--- src/hdl/tpvd_pkg.sv ---
// ----------------------------------------------------------------------------
// tpvd_pkg: shared types and constants for the tilt pour volume detector
// Phase codes, register indexes, field widths and reset values.
// ----------------------------------------------------------------------------
package tpvd_pkg;

  localparam int ANGLE_W = 11;
  localparam int PRES_W  = 15;
  localparam int TIME_W  = 32;
  localparam int CFG16_W = 16;
  localparam int VOL_W   = 24;
  localparam int DIFF_W  = PRES_W + 1;
  localparam int PROD_W  = DIFF_W + CFG16_W + 1;
  localparam int RND_W   = PROD_W + 1;
  localparam int VWIDE_W = RND_W - 8;
  localparam int ADDR_W  = 3;

  typedef enum logic [1:0] {
    PH_IDLE      = 2'd0,
    PH_POURING   = 2'd1,
    PH_SETTLING  = 2'd2,
    PH_REPORTING = 2'd3
  } phase_t;

  typedef enum logic [ADDR_W-1:0] {
    REG_TIP_LIMIT     = 3'd0,
    REG_UPRIGHT_LIMIT = 3'd1,
    REG_SETTLE_TIME   = 3'd2,
    REG_VOLUME_GAIN   = 3'd3,
    REG_MIN_VOLUME    = 3'd4
  } reg_idx_t;

  localparam logic [ANGLE_W-1:0] TIP_LIMIT_RST     = 11'd450;
  localparam logic [ANGLE_W-1:0] UPRIGHT_LIMIT_RST = 11'd200;
  localparam logic [CFG16_W-1:0] SETTLE_TIME_RST   = 16'd2000;
  localparam logic [CFG16_W-1:0] VOLUME_GAIN_RST   = 16'd2560;
  localparam logic [CFG16_W-1:0] MIN_VOLUME_RST    = 16'd160;

  // Saturation limits of the 24-bit signed volume, at the wide result width.
  localparam logic signed [VWIDE_W-1:0] VOL_MAX = 26'sd8388607;
  localparam logic signed [VWIDE_W-1:0] VOL_MIN = -26'sd8388608;

  localparam logic signed [RND_W-1:0] RND_HALF = 34'sd128;

endpackage

--- src/hdl/tilt_pour_volume_detector.sv ---
// ----------------------------------------------------------------------------
// tilt_pour_volume_detector: pour detection and volume report from samples
// Idle / pouring / settling / reporting phase tracker with a pressure-drop
// volume estimate, rounded and saturated, and a minimum-volume flag.
// ----------------------------------------------------------------------------
// Usage
//   in_*  : one sensor sample per word. in_tdata bits, low to high:
//           tilt[10:0], pressure[25:11], now_ms[57:26], zero pad to 64.
//   out_* : exactly one result word per sample. out_tuser is report_valid.
//           out_tdata: phase[1:0], volume[25:2], duration_ms[57:26],
//           recorded[58], zero pad to 64.
//   cfg_* : cfg_we writes cfg_wdata to register cfg_addr (0 tip limit,
//           1 upright limit, 2 settle_time, 3 volume_gain, 4 min_volume);
//           other indexes are ignored. Write only while the block is idle.
// Timing
//   Throughput is one sample per cycle while out_tready is high. The phase
//   machine and pressure difference are registered at accept, then the
//   16x17 volume multiply, rounding and saturation fill the output register.
// Reset
//   rst_n low (synchronous) empties the pipeline, sets phase to idle,
//   clears baseline/start/time state and loads the default registers.
// Stall
//   With out_tready low the output word holds; one more sample is taken
//   into the first stage, then in_tready drops until the output drains.
// ----------------------------------------------------------------------------
module tilt_pour_volume_detector (
  input  logic        clk,
  input  logic        rst_n,
  // sample stream
  input  logic        in_tvalid,
  output logic        in_tready,
  input  logic [63:0] in_tdata,   // tilt, pressure, now_ms
  // result stream
  output logic        out_tvalid,
  input  logic        out_tready,
  output logic [63:0] out_tdata,  // phase, volume, duration_ms, recorded
  output logic        out_tuser,  // report_valid
  // register writes
  input  logic                         cfg_we,
  input  logic [tpvd_pkg::ADDR_W-1:0]  cfg_addr,
  input  logic [tpvd_pkg::CFG16_W-1:0] cfg_wdata
);

  // --------------------------------------------------------------------------
  // Configuration registers
  // --------------------------------------------------------------------------
  logic [tpvd_pkg::ANGLE_W-1:0] tip_limit_r;
  logic [tpvd_pkg::ANGLE_W-1:0] upright_limit_r;
  logic [tpvd_pkg::CFG16_W-1:0] settle_time_r;
  logic [tpvd_pkg::CFG16_W-1:0] volume_gain_r;
  logic [tpvd_pkg::CFG16_W-1:0] min_volume_r;

  always_ff @(posedge clk) begin
    if (!rst_n) begin
      tip_limit_r     <= tpvd_pkg::TIP_LIMIT_RST;
      upright_limit_r <= tpvd_pkg::UPRIGHT_LIMIT_RST;
      settle_time_r   <= tpvd_pkg::SETTLE_TIME_RST;
      volume_gain_r   <= tpvd_pkg::VOLUME_GAIN_RST;
      min_volume_r    <= tpvd_pkg::MIN_VOLUME_RST;
    end else if (cfg_we) begin
      case (cfg_addr)
        tpvd_pkg::REG_TIP_LIMIT:     tip_limit_r     <= cfg_wdata[tpvd_pkg::ANGLE_W-1:0];
        tpvd_pkg::REG_UPRIGHT_LIMIT: upright_limit_r <= cfg_wdata[tpvd_pkg::ANGLE_W-1:0];
        tpvd_pkg::REG_SETTLE_TIME:   settle_time_r   <= cfg_wdata;
        tpvd_pkg::REG_VOLUME_GAIN:   volume_gain_r   <= cfg_wdata;
        tpvd_pkg::REG_MIN_VOLUME:    min_volume_r    <= cfg_wdata;
        default: ;
      endcase
    end
  end

  // --------------------------------------------------------------------------
  // Input field unpack and pipeline flow control
  // --------------------------------------------------------------------------
  logic [tpvd_pkg::ANGLE_W-1:0] tilt;
  logic [tpvd_pkg::PRES_W-1:0]  pressure;
  logic [tpvd_pkg::TIME_W-1:0]  now_ms;

  assign tilt     = in_tdata[10:0];
  assign pressure = in_tdata[25:11];
  assign now_ms   = in_tdata[57:26];

  logic s1_vld_r, out_vld_r;
  logic out_adv, s1_adv, in_accept;

  assign out_adv   = !out_vld_r || out_tready;
  assign s1_adv    = !s1_vld_r || out_adv;
  assign in_tready = s1_adv;
  assign in_accept = in_tvalid && s1_adv;

  // --------------------------------------------------------------------------
  // Phase machine (advances only on an accepted sample)
  // --------------------------------------------------------------------------
  tpvd_pkg::phase_t             mode_r, mode_nxt;
  logic [tpvd_pkg::PRES_W-1:0]  baseline_r, baseline_nxt;
  logic [tpvd_pkg::PRES_W-1:0]  start_pres_r, start_pres_nxt;
  logic [tpvd_pkg::TIME_W-1:0]  pour_t0_r, pour_t0_nxt;
  logic [tpvd_pkg::TIME_W-1:0]  settle_t0_r, settle_t0_nxt;
  logic                         rep_nxt;
  logic                         upright, tipped, settled;
  logic [tpvd_pkg::TIME_W-1:0]  settle_elapsed;

  assign upright        = tilt < upright_limit_r;
  assign tipped         = tilt > tip_limit_r;
  assign settle_elapsed = now_ms - settle_t0_r;
  assign settled        = settle_elapsed >= {16'd0, settle_time_r};

  always_comb begin
    mode_nxt       = mode_r;
    baseline_nxt   = baseline_r;
    start_pres_nxt = start_pres_r;
    pour_t0_nxt    = pour_t0_r;
    settle_t0_nxt  = settle_t0_r;
    rep_nxt        = 1'b0;
    case (mode_r)
      tpvd_pkg::PH_IDLE: begin
        if (upright) baseline_nxt = pressure;
        if (tipped) begin
          // a sample that is both upright and tipped snapshots itself
          start_pres_nxt = upright ? pressure : baseline_r;
          pour_t0_nxt    = now_ms;
          mode_nxt       = tpvd_pkg::PH_POURING;
        end
      end
      tpvd_pkg::PH_POURING: begin
        if (upright) begin
          settle_t0_nxt = now_ms;
          mode_nxt      = tpvd_pkg::PH_SETTLING;
        end
      end
      tpvd_pkg::PH_SETTLING: begin
        if (tipped)       mode_nxt = tpvd_pkg::PH_POURING;
        else if (settled) mode_nxt = tpvd_pkg::PH_REPORTING;
      end
      default: begin
        // reporting: this sample is the end pressure
        baseline_nxt = pressure;
        rep_nxt      = 1'b1;
        mode_nxt     = tpvd_pkg::PH_IDLE;
      end
    endcase
  end

  always_ff @(posedge clk) begin
    if (!rst_n) begin
      mode_r       <= tpvd_pkg::PH_IDLE;
      baseline_r   <= '0;
      start_pres_r <= '0;
      pour_t0_r    <= '0;
      settle_t0_r  <= '0;
    end else if (in_accept) begin
      mode_r       <= mode_nxt;
      baseline_r   <= baseline_nxt;
      start_pres_r <= start_pres_nxt;
      pour_t0_r    <= pour_t0_nxt;
      settle_t0_r  <= settle_t0_nxt;
    end
  end

  // --------------------------------------------------------------------------
  // Stage 1: phase, report flag, pressure drop, duration
  // --------------------------------------------------------------------------
  tpvd_pkg::phase_t                    s1_phase_r;
  logic                                s1_rep_r;
  logic signed [tpvd_pkg::DIFF_W-1:0]  s1_diff_r;
  logic [tpvd_pkg::TIME_W-1:0]         s1_dur_r;

  always_ff @(posedge clk) begin
    if (!rst_n) begin
      s1_vld_r <= 1'b0;
      s1_rep_r <= 1'b0;
    end else if (s1_adv) begin
      s1_vld_r <= in_tvalid;
      s1_rep_r <= in_tvalid && rep_nxt;
    end
  end

  always_ff @(posedge clk) begin
    if (in_accept) begin
      s1_phase_r <= mode_nxt;
      s1_diff_r  <= $signed({1'b0, start_pres_r}) - $signed({1'b0, pressure});
      s1_dur_r   <= now_ms - pour_t0_r;
    end
  end

  // --------------------------------------------------------------------------
  // Stage 2: volume = round(diff * gain / 256), saturated; minimum check
  // --------------------------------------------------------------------------
  logic signed [tpvd_pkg::PROD_W-1:0]  prod;
  logic signed [tpvd_pkg::RND_W-1:0]   rnd;
  logic signed [tpvd_pkg::VWIDE_W-1:0] vwide;
  logic signed [tpvd_pkg::VOL_W-1:0]   vol_sat;
  logic                                rec;

  assign prod  = $signed({{(tpvd_pkg::PROD_W-tpvd_pkg::DIFF_W){s1_diff_r[tpvd_pkg::DIFF_W-1]}},
                          s1_diff_r})
               * $signed({{(tpvd_pkg::PROD_W-tpvd_pkg::CFG16_W){1'b0}}, volume_gain_r});
  // floor((p + 128) / 256): ties round toward +infinity
  assign rnd   = $signed({prod[tpvd_pkg::PROD_W-1], prod}) + tpvd_pkg::RND_HALF;
  assign vwide = rnd[tpvd_pkg::RND_W-1:8];

  always_comb begin
    if (vwide > tpvd_pkg::VOL_MAX)      vol_sat = tpvd_pkg::VOL_MAX[tpvd_pkg::VOL_W-1:0];
    else if (vwide < tpvd_pkg::VOL_MIN) vol_sat = tpvd_pkg::VOL_MIN[tpvd_pkg::VOL_W-1:0];
    else                                vol_sat = vwide[tpvd_pkg::VOL_W-1:0];
  end

  assign rec = vwide >= $signed({10'd0, min_volume_r});

  logic [63:0] out_data_r;
  logic        out_rep_r;

  always_ff @(posedge clk) begin
    if (!rst_n) begin
      out_vld_r <= 1'b0;
    end else if (out_adv) begin
      out_vld_r <= s1_vld_r;
    end
  end

  always_ff @(posedge clk) begin
    if (out_adv && s1_vld_r) begin
      out_rep_r  <= s1_rep_r;
      out_data_r <= {5'd0,
                     s1_rep_r && rec,
                     s1_rep_r ? s1_dur_r : {tpvd_pkg::TIME_W{1'b0}},
                     s1_rep_r ? vol_sat  : {tpvd_pkg::VOL_W{1'b0}},
                     s1_phase_r};
    end
  end

  assign out_tvalid = out_vld_r;
  assign out_tdata  = out_data_r;
  assign out_tuser  = out_rep_r;

  // --------------------------------------------------------------------------
  // Assertions
  // --------------------------------------------------------------------------
  // a report always leaves the machine in idle
  a_report_idle: assert property (@(posedge clk) disable iff (!rst_n)
    out_tvalid && out_tuser |-> out_tdata[1:0] == tpvd_pkg::PH_IDLE)
    else $error("report word with non-idle phase");

  // non-report words carry zero payload
  a_quiet_zero: assert property (@(posedge clk) disable iff (!rst_n)
    out_tvalid && !out_tuser |-> out_tdata[58:2] == 57'd0)
    else $error("non-report word carries payload");

  // a sample taken in reporting produces a report in stage 1
  a_rep_flow: assert property (@(posedge clk) disable iff (!rst_n)
    in_accept && mode_r == tpvd_pkg::PH_REPORTING |=> s1_vld_r && s1_rep_r)
    else $error("reporting sample lost its report");

  // an empty first stage never back-pressures the source
  a_ready: assert property (@(posedge clk) disable iff (!rst_n)
    !s1_vld_r |-> in_tready)
    else $error("ready low with empty stage");

endmodule
--- config.mk ---
export PLATFORM = sky130hd
export DESIGN_NAME = tilt_pour_volume_detector
export DESIGN_NICKNAME = d
export VERILOG_FILES = /design/src/hdl/tpvd_pkg.sv /design/src/hdl/tilt_pour_volume_detector.sv
export SDC_FILE = /design/constraint.sdc
export NUM_CORES = 1
export LEC_CHECK = 0
export ABC_AREA = 1
export BUFFER_PORTS_ARGS = -buffer_cell sky130_fd_sc_hd__clkbuf_2
export CAP_MARGIN = 20
export CORE_MARGIN = 5
export CORE_UTILIZATION = 52
export DETAILED_ROUTE_END_ITERATION = 8
export GPL_ROUTABILITY_DRIVEN = 0
export PLACE_DENSITY = 0.7
export SLEW_MARGIN = 20
export SYNTH_ARGS = -nofsm -noshare
export SYNTH_HDL_FRONTEND = slang
export SYNTH_SLANG_ARGS = --single-unit
--- constraint.sdc ---
create_clock -name clk -period 8.65 [get_ports clk]
set_input_delay 0.4325 -clock clk [delete_from_list [all_inputs] [get_ports clk]]
set_output_delay 0.4325 -clock clk [all_outputs]
set_load 0.005 [all_outputs]
==> flow_summary.toml, run 1 <==
[placed_design]
dpl.hpwl_um = 52690
portBuffers = 143

[logic_synthesis]
yosysTopAreaCell = "fa_1"
ys_ff_latch = 279
synth.area.top_cells = "fa_1, dfxtp_1, edfxtp_1"
synthCells = 3377
async_flop_share_pct = 0
ys_warn_count = 0
synth_edf_count = 110
ys_seq_area_share_pct = 26.27
synth_top_area_share_pct = 15.50
synth-main-ff-cell = "dfxtp_1"
synth_cell_type_count = 48
syn_area_per_cell_um2 = 7.536
syn-cell-area_mm2 = 0.02545

[status]
status = "complete, no violations"

[finish]
drive_gt1_share_pct = 7.404
layout.nets = 3987
fin_util_pct = 56.84
nFillCells = 4642
synthToLayoutAreaGrowth_pct = 8.663
diodes = 0

[cts]
post_cts_resized = 0
h-tree-depth = 1
cts_buffer_depth = 3
hold_buffers = 0
clk_pin_slew_ps = 60
root_buffer = "clkbuf_16"
clkLatencyLatePin_ps = 600
cts_made_buffers = 31
cts_post_setup_buffers_inserted = 0
cts_sinks = 279
tritoncts = "built"

[power_and_ir_drop]
leakagePower_nw = 14.57
finalPower_mw = 7.618
ir_drop_v = 0.0002586
pwr_density_cell_mw_per_mm2 = 275.5

[timing]
finalClockSkew_ps = 22.17
fmax_mhz = 133.7
slew_headroom_pct = 26.81
fin_crit_ps = 7481
grt_setup_unrepaired = "no"
slew_violations = 0
whs_ps = 114.5
tightest_slew_ps = 1097
period_share_pct = 86.48
hold_violations = 0
tns_ps = 0
finalSetupViolCount = 0

[detailed_routing]
finalWirelength_um = 66150
first_pass_iters = 6
first_iter_violations = 1288
viasPerCell = 5.166
wl_per_cell_um = 16.16
via_count = 21150
detail-route-antenna-nets = 0
drcViolationCount = 0

[setup_path]
crit_path_start = "volume_gain_r[7]"
crit_fanout = 16
rr_startpoint = "volume_gain_r[7]"
endpoint_kind = "register"
startpoint_type = "register"
crit_type = "reg -> reg"
critPathSlowestCell = "dfxtp_1"
crit_arrival_ps = 7830
required_ps = 9000
cp_common_cell = "inv_1"
cpPeakStageDelay_ps = 830

[floorplanning]
coreArea_mm2 = 0.04865
dieArea_mm2 = 0.05346
fp.dieH_um = 231.2
io_pins = 155
rows = 81
initial_core_util_pct = 52.31
die_w_um = 231.2

[global_routing]
grt_antenna_before_repair = 4
grt_pass1_vias = 21070
grtUsageTotal_pct = 24.69
grt_max_degree = 96
grt_remaining_overflow = 0
grt_pass1_wl_um = 106900

[min_path]
worstHoldStart = "cfg_wdata[11]"
hold_path_class = "in -> reg"

[job]
max-cap-violations = 0
==> layout make-up <==
class                   instances  area, um^2  area share, %
multi-input cells            2211       15410          55.72
well taps                     622       778.2          2.814
flip-flops and latches        279        6686          24.18
clock buffers                  37       828.3          2.995
inverters                     762        2861          10.35
repair buffers                163       888.4          3.213
clock inverters                19       201.4         0.7285
==> cells in the final DEF, fill, tap and decap left out, types with 5 or more instances in the layout <==
| master | n |
|---|---|
| nand3_1 | 82 |
| conb_1 | 5 |
| nand4_1 | 20 |
| clkbuf_2 | 142 |
| o21a_1 | 9 |
| xnor2_1 | 17 |
| or2_2 | 6 |
| edfxtp_1 | 110 |
| o21bai_1 | 5 |
| ha_1 | 254 |
| a31oi_1 | 12 |
| o21ai_0 | 216 |
| inv_1 | 757 |
| buf_4 | 20 |
| nand2_1 | 745 |
| o211ai_1 | 18 |
| clkbuf_16 | 31 |
| a21oi_1 | 270 |
| nor2_1 | 202 |
| clkinv_1 | 5 |
| xor2_1 | 62 |
| a21boi_0 | 5 |
| dfxtp_1 | 169 |
| nand2_2 | 7 |
| a21oi_2 | 20 |
| fa_1 | 197 |
| nor3_1 | 15 |
==> cells by family after synthesis <==
group	after synthesis	share of synthesized area (%)
simple gates	1091	17.09
buf+inv	891	13.33
compound gates	584	12.52
fa+ha+maj	451	27.99
flops	279	26.27
xor+xnor	80	2.783
other cells	1	0.01474
==> Yosys cell counts, types with 8 or more instances <==
cell type / n
ha_1: 254
fa_1: 197
nand4_1: 20
a21oi_2: 20
xor2_1: 62
clkbuf_1: 117
edfxtp_1: 110
nor2_1: 202
nor3_1: 15
o21ai_0: 216
inv_1: 759
a31oi_1: 12
buf_4: 8
nand2_1: 746
o21a_1: 9
dfxtp_1: 169
nand3_1: 84
xnor2_1: 17
o211ai_1: 18
a21oi_1: 271
==> sequential cells by signal, summed over array words and instances (netlist names), 2 cells and up <==
| register | cells |
|---|---|
| baseline_r | 15 |
| min_volume_r | 16 |
| mode_r | 2 |
| out_tdata | 59 |
| pour_t0_r | 32 |
| s1_diff_r | 16 |
| s1_dur_r | 32 |
| s1_phase_r | 2 |
| settle_t0_r | 32 |
| settle_time_r | 16 |
| start_pres_r | 15 |
| tip_limit_r | 11 |
| upright_limit_r | 11 |
| volume_gain_r | 16 |
==> report_power, final <==
group          switching, mW  internal [mW]  total, mW
registers             0.0960           1.49       1.59
clock network          0.564          0.775       1.34
logic                   3.04           1.65       4.69
==> final timing paths <==
kind | cells after the start | end | slack (ps)
setup / recovery | 32 | out_tdata[58] | 1170
hold / removal | 3 | volume_gain_r[11] | 110
setup reg to reg | 32 | out_tdata[58] | 1170
hold reg to reg | 0 | out_tdata[0] | 420
==> per-layer routing <==
| layer | track usage [%] | vias to the layer above | part of all wire [%] |
|---|---|---|---|
| met5 | 0 | - | 0.085 |
| met4 | 9.324 | 8 | 4.3 |
| met3 | 3.675 | 152 | 5.2 |
| met2 | 44.59 | 520 | 50 |
| met1 | 29.80 | 9837 | 40 |
| li1 | - | 10630 | - |
==> stage by stage <==
| step | instances | worst slack (ps) | area [um^2] |
|---|---|---|---|
| after floorplan | 3381 | 1847 | 25460 |
| after global placement | 4036 | 1315 | 26590 |
| after detailed placement | 4036 | 1212 | 26590 |
| after CTS | 4092 | 1186 | 27620 |
| after global routing | 4093 | 649.3 | 27650 |
| final | 4093 | 1169 | 27650 |
==> worst max-delay path, delay by kind of cell (launching register included) <==
kind            cells  cell delay (ps)
simple gates        6              610
flops               1              830
fa+ha+maj           8             3760
compound gates      9             1310
xor+xnor            1              260
buf+inv             8              430
Power figures use the tool's default switching activity.
==> run 2, diff against run 1 <==
- SLEW_MARGIN: 20 -> 10
- clock period: 8.65 -> 8.2 ns (I/O delays scaled with it)
==> run 2 against run 1 <==
  * First-iteration DRC count up 3.6%
  * Clock-buffer cell count up 10
  * Combinational power up 6.4%
  * Utilization up 0.18 points
  * Non-clock buffer count up 11
  * Fmax down 2.6%
  * Critical path type unchanged
  * Largest power group unchanged
==> flow_summary.toml, run 2 (synthesis gave the netlist of run 1 again) <==
[cts]
cts_made_buffers = 31
clk_pin_slew_ps = 60
h-tree-depth = 1
cts_post_setup_buffers_inserted = 0
hold_buffers = 0
clkLatencyLatePin_ps = 590
tritoncts = "built"
cts_sinks = 279
cts_buffer_depth = 3
root_buffer = "clkbuf_16"
post_cts_resized = 0

[setup_path]
rr_worst_depth = 30
crit_type = "reg -> reg"
startpoint_type = "register"
reg2reg_setup_slack_ps = 520
critPathSlowestCell = "dfxtp_1"
path_depth = 30
r2r-end = "out_tdata[58]"
cpPeakStageDelay_ps = 890
endpoint = "out_tdata[58]"
required_ps = 8530
crit_fanout = 17
endpoint_kind = "register"
crit_buf_inv = 6
crit_arrival_ps = 8010
rr_startpoint = "volume_gain_r[4]"
cpLargestDelayFamily = "adder cells"
crit_path_start = "volume_gain_r[4]"

[finish]
synthToLayoutAreaGrowth_pct = 9.012
fin_util_pct = 57.03
drive_gt1_share_pct = 7.549
final_area_mm2 = 0.02774
layout_commonest_cell = "inv_1"
diodes = 0
layout.nets = 3998
largest_reg_flops = 59
layout_common_cells = "inv_1, nand2_1, a21oi_1"

[global_routing]
grtUsageTotal_pct = 24.56
grt_max_degree = 88
grt_remaining_overflow = 0
grt_pass1_vias = 20980
grt_antenna_before_repair = 4
grt_pass1_wl_um = 107000

[floorplanning]
initial_core_util_pct = 52.31
coreArea_mm2 = 0.04865
io_pins = 155
die_w_um = 231.2
rows = 81
dieArea_mm2 = 0.05346
fp.dieH_um = 231.2

[placed_design]
placed_cell_area_mm2 = 0.02665
portBuffers = 143
dpl.hpwl_um = 53010
place_ws_ps = 618.6

[status]
status = "complete, no violations"

[timing]
finalClockSkew_ps = 20.23
hold_violations = 0
tightest_slew_ps = 1099
tns_ps = 0
slew_headroom_pct = 26.55
grt_setup_unrepaired = "no"
period_share_pct = 93.71
setup_slack_ps = 516.0
finalSetupViolCount = 0
fmax_mhz = 130.1
slew_violations = 0
fin_crit_ps = 7684

[power_and_ir_drop]
ir_drop_v = 0.0002819
pwr_density_cell_mw_per_mm2 = 291.2
leakagePower_nw = 14.63

[detailed_routing]
wl_met2_um = 33390
detail-route-antenna-nets = 0
wl_met3_um = 3059
finalWirelength_um = 65890
via_count = 21300
maxUsedRoutingLayer = "met5"
drcViolationCount = 0
first_iter_violations = 1334
first_pass_iters = 6
viasPerCell = 5.188
wl_met1_um = 27080
wl_per_cell_um = 16.05

[min_path]
hold_path_class = "in -> reg"
hold_depth = 3

[job]
max-cap-violations = 0
==> run 2: power breakdown <==
group	leakage, nW	switching (mW)	internal (mW)
combinational	11.7	3.23	1.76
clock	0.501	0.578	0.827
sequential	2.45	0.110	1.57
total	14.6	3.92	4.16
==> run 2: worst register-to-register path, delay by kind of cell, from the launching register on <==
family          cells  cell delay, ps
flops               1             890
buf+inv             6             360
fa+ha+maj           8            3880
simple gates        6             680
compound gates      9            1350
xor+xnor            1             280
==> run 2: worst min path at each step <==
stage                       start                end  slack, ps
floorplan           s1_phase_r[0]       out_tdata[0]        400
global placement    s1_phase_r[1]       out_tdata[1]        400
detailed placement  s1_phase_r[0]       out_tdata[0]        410
CTS                 cfg_wdata[11]  volume_gain_r[11]         60
global route        cfg_wdata[11]  volume_gain_r[11]         70
finish              cfg_wdata[11]  volume_gain_r[11]         80
==> run 2: through the flow <==
step	std cells	power [mW]	hold WS [ps]
global route	4106	8.846	70.72
CTS	4103	8.103	56.29
finish	4106	8.079	76.08
detailed placement	4045	6.661	411.0
floorplan	3381	5.278	400.3
global placement	4045	6.593	403.3
==> run 2: area by class of cell <==
class | count | area (um^2)
Fill cell | 4628 | 20910
Clock buffer | 47 | 867.1
Clock inverter | 11 | 152.6
Tap cell | 622 | 778.2
Timing Repair Buffer | 174 | 996.0
Sequential cell | 279 | 6686
Multi-Input combinational cell | 2211 | 15400
Inverter | 762 | 2860
==> run 2: layer usage <==
layer	GRT usage (%)	up-vias
li1	-	10650
met1	30.36	9992
met5	0	-
met2	44.90	508
met3	2.634	145
met4	8.024	8
